**config.mk**
```make
export PLATFORM = sky130hd
export DESIGN_NAME = tsp_divider
export DESIGN_NICKNAME = d
export VERILOG_FILES = /design/src/rtl/tsp_pkg.sv /design/src/rtl/tsp_divider.sv
export SDC_FILE = /design/constraint.sdc
export NUM_CORES = 1
export LEC_CHECK = 0
export BUFFER_PORTS_ARGS = -buffer_cell sky130_fd_sc_hd__buf_4
export CORE_UTILIZATION = 25
export DETAILED_ROUTE_END_ITERATION = 8
export MAX_ROUTING_LAYER = met4
export SKIP_CTS_REPAIR_TIMING = 1
export SLEW_MARGIN = 25
export SYNTH_ARGS = -nofsm -noshare
export SYNTH_HDL_FRONTEND = slang
export SYNTH_SLANG_ARGS = --single-unit
```
**constraint.sdc**
```tcl
create_clock -name clock -period 3.7 [get_ports clock]
set_input_delay 0.185 -clock clock [delete_from_list [all_inputs] [get_ports clock]]
set_output_delay 0.185 -clock clock [all_outputs]
set_load 0.02 [all_outputs]
```
**src/rtl/tsp_pkg.sv**
```systemverilog
// Shared types, widths and constants of the triplanar texture sampler.
`timescale 1ns / 1ps
`default_nettype none

package tsp_pkg;

   localparam int TSP_MAX_TEX_DIM     = 256;
   localparam int TSP_COORD_FRAC_BITS = 16;

   localparam int ADDR_W      = 16;
   localparam int TEXEL_W     = 24;
   localparam int DIM_W       = 9;
   localparam int SCALE_W     = 24;
   localparam int MAG_W       = 16;
   localparam int SUM_W       = 17;
   localparam int SAMPLE_W    = 24;
   localparam int SAMPLE_FRAC = 16;
   localparam int QUO_W       = 8;
   localparam int NUM_W       = 42;
   localparam int BILERP_LAT  = 2;
   localparam int DIV_LAT     = QUO_W + 1;

   localparam int CSR_IDX_W  = 3;
   localparam int CSR_DATA_W = 24;

   localparam logic [CSR_IDX_W-1:0] CSR_TEX_WIDTH  = 3'd0;
   localparam logic [CSR_IDX_W-1:0] CSR_TEX_HEIGHT = 3'd1;
   localparam logic [CSR_IDX_W-1:0] CSR_UV_SCALE   = 3'd2;
   localparam logic [CSR_IDX_W-1:0] CSR_AVG_RED    = 3'd3;
   localparam logic [CSR_IDX_W-1:0] CSR_AVG_GREEN  = 3'd4;
   localparam logic [CSR_IDX_W-1:0] CSR_AVG_BLUE   = 3'd5;

   localparam logic [SCALE_W-1:0] SCALE_RESET = 24'd22938;
   localparam logic [7:0]         AVG_RESET   = 8'd128;

   localparam logic CMD_WRITE  = 1'b0;
   localparam logic CMD_SAMPLE = 1'b1;

   typedef struct packed {
      logic              cmd;
      logic [15:0]       texel_index;
      logic [7:0]        texel_red;
      logic [7:0]        texel_green;
      logic [7:0]        texel_blue;
      logic signed [31:0] pos_x;
      logic signed [31:0] pos_y;
      logic signed [31:0] pos_z;
      logic signed [15:0] normal_x;
      logic signed [15:0] normal_y;
      logic signed [15:0] normal_z;
   } tsp_req_type;

   typedef struct packed {
      logic [7:0] color_red;
      logic [7:0] color_green;
      logic [7:0] color_blue;
      logic       used_fallback;
   } tsp_rsp_type;

   typedef struct packed {
      logic [MAG_W-1:0] wx;
      logic [MAG_W-1:0] wy;
      logic [MAG_W-1:0] wz;
      logic [SUM_W-1:0] sum;
   } tsp_wgt_type;

endpackage

`default_nettype wire

```
**src/rtl/tsp_divider.sv**
```systemverilog
// Pipelined restoring divider: rounded weighted sum over the weight total.
`timescale 1ns / 1ps
`default_nettype none

module tsp_divider (
   input  wire logic                        clock,
   input  wire logic                        en,
   input  wire logic [tsp_pkg::NUM_W-1:0]   num,
   input  wire logic [tsp_pkg::SUM_W-1:0]   den,
   output logic      [tsp_pkg::QUO_W-1:0]   quo
);
   import tsp_pkg::*;

   // Stage zero holds the operands; each later stage settles one quotient bit.
   logic [NUM_W-1:0] rem_ff [QUO_W+1];
   logic [SUM_W-1:0] den_ff [QUO_W+1];
   logic [QUO_W-1:0] quo_ff [QUO_W+1];

   always_ff @(posedge clock) begin
      if (en) begin
         rem_ff[0] <= num;
         den_ff[0] <= den;
         quo_ff[0] <= '0;
      end
   end

   for (genvar j = 0; j < QUO_W; j++) begin : g_stage
      logic [NUM_W-1:0] trial;
      logic             fits;

      assign trial = NUM_W'({den_ff[j], {SAMPLE_FRAC{1'b0}}}) << (QUO_W - 1 - j);
      assign fits  = rem_ff[j] >= trial;

      always_ff @(posedge clock) begin
         if (en) begin
            rem_ff[j+1] <= fits ? rem_ff[j] - trial : rem_ff[j];
            den_ff[j+1] <= den_ff[j];
            quo_ff[j+1] <= {quo_ff[j][QUO_W-2:0], fits};
         end
      end
   end

   assign quo = quo_ff[QUO_W];

endmodule

`default_nettype wire

```
==> flow_summary.yaml <==
drt:
  wl_um: 50950
  dr.pass1.iters: 5
  via_per_inst: 4.428
  vias: 15502
  remaining_drc_errors: 0
  wl_per_cell_um: 14.55
  drt_iter0_drc: 1018
  antenna_left: 0
layout:
  fillers: 9823
  design_area_mm2: 0.02957
  final_nets: 2377
  final-seq-area_mm2: 0.01525
  syn2layout_area_growth_pct: 18.74
  antennaDiodeCount: 0
  drive_gt1_share_pct: 10.61
  multi_input_area_mm2: 0.008750
synthesis:
  async_flop_share_pct: 0
  ys_seq_elements: 508
  yosysWarnings: 0
  synth_cell_types: 73
  ys_seq_area_share_pct: 61.25
  synthFlopType: "edfxtp_1"
  synth-edff-count: 508
  syn_area_per_cell_um2: 12.45
  syn-num-nets: 2205
  netlist_area_mm2: 0.02491
  synthCells: 2001
global_routing:
  antenna_found_initial: 0
  gr-total-overflow: 0
  grt_pass1_wl_um: 80640
  grt_max_degree: 109
  grtUsageTotal_pct: 10.15
  first_global_vias: 15287
floorplan:
  row_count: 115
  core_area_mm2: 0.09856
  die_area_mm2: 0.1009
  chipWidth_um: 317.6
  die_height_um: 317.6
  boundaryPins: 69
  start_util_pct: 25.27
min_path:
  worstHoldStart: "en"
  hp-class: "input port to flip-flop"
critical_path:
  r2r_end: "rem_ff[0][70]"
  worst_r2r_path_depth: 7
  worstSetupStartpointType: "flip-flop"
  cp.arrival_ns: 3.79
  crit_family: "simple AND/OR/NAND/NOR gates"
  endpoint_kind: "flip-flop"
  worstSetupPathType: "flip-flop to flip-flop"
  setup.worst_path.end: "rem_ff[0][70]"
  crit_cells: 7
  crit_path_top_delay_cell: "nor4_1"
  crit_required_ns: 4.06
  cp_cell_sequence: "ha_1 > or4b_2 > nor4_1 > o211ai_1 > nand3_1 > buf_4 > mux2_2"
  max_stage_delay_ns: 0.66
  worstSetupStartpoint: "rem_ff[0][24]"
  critPathMaxFanout: 26
  crit_buf_inv: 1
  r2r_setup_slack_ns: 0.28
  r2r_start: "rem_ff[0][24]"
timing:
  skew_ns: 0.02674
  fmax_mhz: 292.2
  period_share_pct: 92.48
  timing.hold.ws_ns: 0.1747
  drv_slew: 0
  min_period_ns: 3.422
  finalHoldViolCount: 0
  relSlewSlack_pct: 37.81
  final-setup-viol-count: 0
  worst_pin_slew_ns: 0.9328
  tns_ns: 0
  grt_setup_unrepaired: "no"
clock_tree:
  root_buffer: "clkbuf_16"
  clock_path_buffers: 3
  htree_levels: 2
  cts_tree: "done"
  clkLatencyLatePin_ns: 0.61
  cts_buffers: 54
  cts.reportedPaths.clkPinSlew_ns: 0.06
  clkSinkCount: 508
placement:
  dpl_cell_area_mm2: 0.02712
  globalplace.congestion: 0.8830
  place_hpwl_um: 37630
  port_buffers: 68
power_and_ir_drop:
  powerDensity_mw_per_mm2: 668.6
  p_leak_uw: 0.01100
  ir_worst_vdd_v: 0.0003937
  power.total_uw: 19770
flow_run:
  maxCapViolations: 0
outcome:
  status: "completed"
-- cell usage after synthesis (all sizes together), types with 8 or more instances --
cell type / number / share of area, %
a211oi: 15 / 0.45
a21o: 40 / 1.2
a21oi: 130 / 2.6
a31oi: 15 / 0.38
and2: 10 / 0.25
and3: 17 / 0.43
buf: 20 / 0.56
clkbuf: 28 / 0.42
edfxtp: 508 / 61
ha: 136 / 6.8
inv: 175 / 2.6
mux2: 24 / 1.1
nand2: 125 / 1.9
nand2b: 16 / 0.40
nand3: 50 / 1.0
nand4: 32 / 0.80
nand4b: 8 / 0.28
nor2: 138 / 2.1
nor2b: 18 / 0.45
nor3: 39 / 0.78
nor4: 43 / 1.1
nor4b: 10 / 0.35
o2111ai: 8 / 0.28
o211ai: 19 / 0.57
o21a: 14 / 0.42
o21ai: 101 / 2.1
o21bai: 14 / 0.42
o31ai: 8 / 0.24
or3: 16 / 0.40
or4: 14 / 0.44
xnor2: 69 / 2.4
xor2: 52 / 1.8
-- layout by cell type (no fill, tap or decap), types with 39 or more instances in the layout --
cell,count
nand2_1,125
dlygate4sd3_1,59
xor2_1,52
nand3_1,50
o21ai_0,99
nor2_1,138
nor3_1,39
nor4_1,42
buf_4,100
a21oi_1,129
edfxtp_1,508
ha_1,136
inv_1,174
clkbuf_16,56
a21o_1,40
xnor2_1,69
-- stage by stage --
step           setup slack [ns]  instances  util, %
3_3_place_gp            0.06443       3345    27.51
2_1_floorplan            0.7907       2001        -
5_1_grt                 0.08606       3501    30.01
3_5_place_dp            0.07918       3345    27.51
4_1_cts                 0.05296       3442    29.41
6_report                 0.2782       3501    30.01
-- cell type report --
type                    instances  area share, %
multi-input cells            1270          29.58
inverters                     175          2.221
well taps                    1287          5.445
flip-flops and latches        508          51.58
clock inverters                33          1.472
repair buffers                164          4.857
clock buffers                  64          4.840
-- state kept, by name, indices dropped and copies added (netlist names) --
name    flops
den_ff    136
quo_ff     36
rem_ff    336
-- worst min-delay path by stage --
stage	to	slack, ns	cells past startpoint
floorplan	den_ff[0][0]	0.28	0
global placement	rem_ff[0][36]	0.36	1
detailed placement	rem_ff[0][35]	0.36	1
CTS	rem_ff[0][32]	-0.31	1
global route	rem_ff[0][33]	0.20	1
finish	rem_ff[0][33]	0.17	1
-- where the power goes --
part	internal, µW	total, µW	leakage [µW]	switching [µW]
Combinational	2570	5820	0.00516	3250
Sequential	7690	8300	0.00493	613
Clock	3450	5650	0.000914	2210
Total	13700	19800	0.0110	6070
-- logic make-up (layout without fill, tap and decap cells) --
kind of cell             Yosys count  after routing  synth area share [%]
buffers and inverters            223            436                 3.622
AO/OA/AOI/OAI                    417            417                 10.76
adder cells (fa/ha/maj)          143            143                 7.395
multiplexers                      27             27                 1.206
AND/OR/NAND/NOR                  562            562                 11.51
flip-flops                       508            508                 61.25
XOR/XNOR                         121            121                 4.255
-- metal layers --
metal  global-route usage, %  share of wire [%]  vias up  wire length (µm)
met5                       -                  0        -                 0
met4                   3.355                2.7        0              1377
met3                   1.541                3.7       90              1885
met2                   17.27                 49      292             24760
met1                   12.28                 45     7257             22930
li1                        -                  -     7863                 -
(Power assumes the default switching activity.)
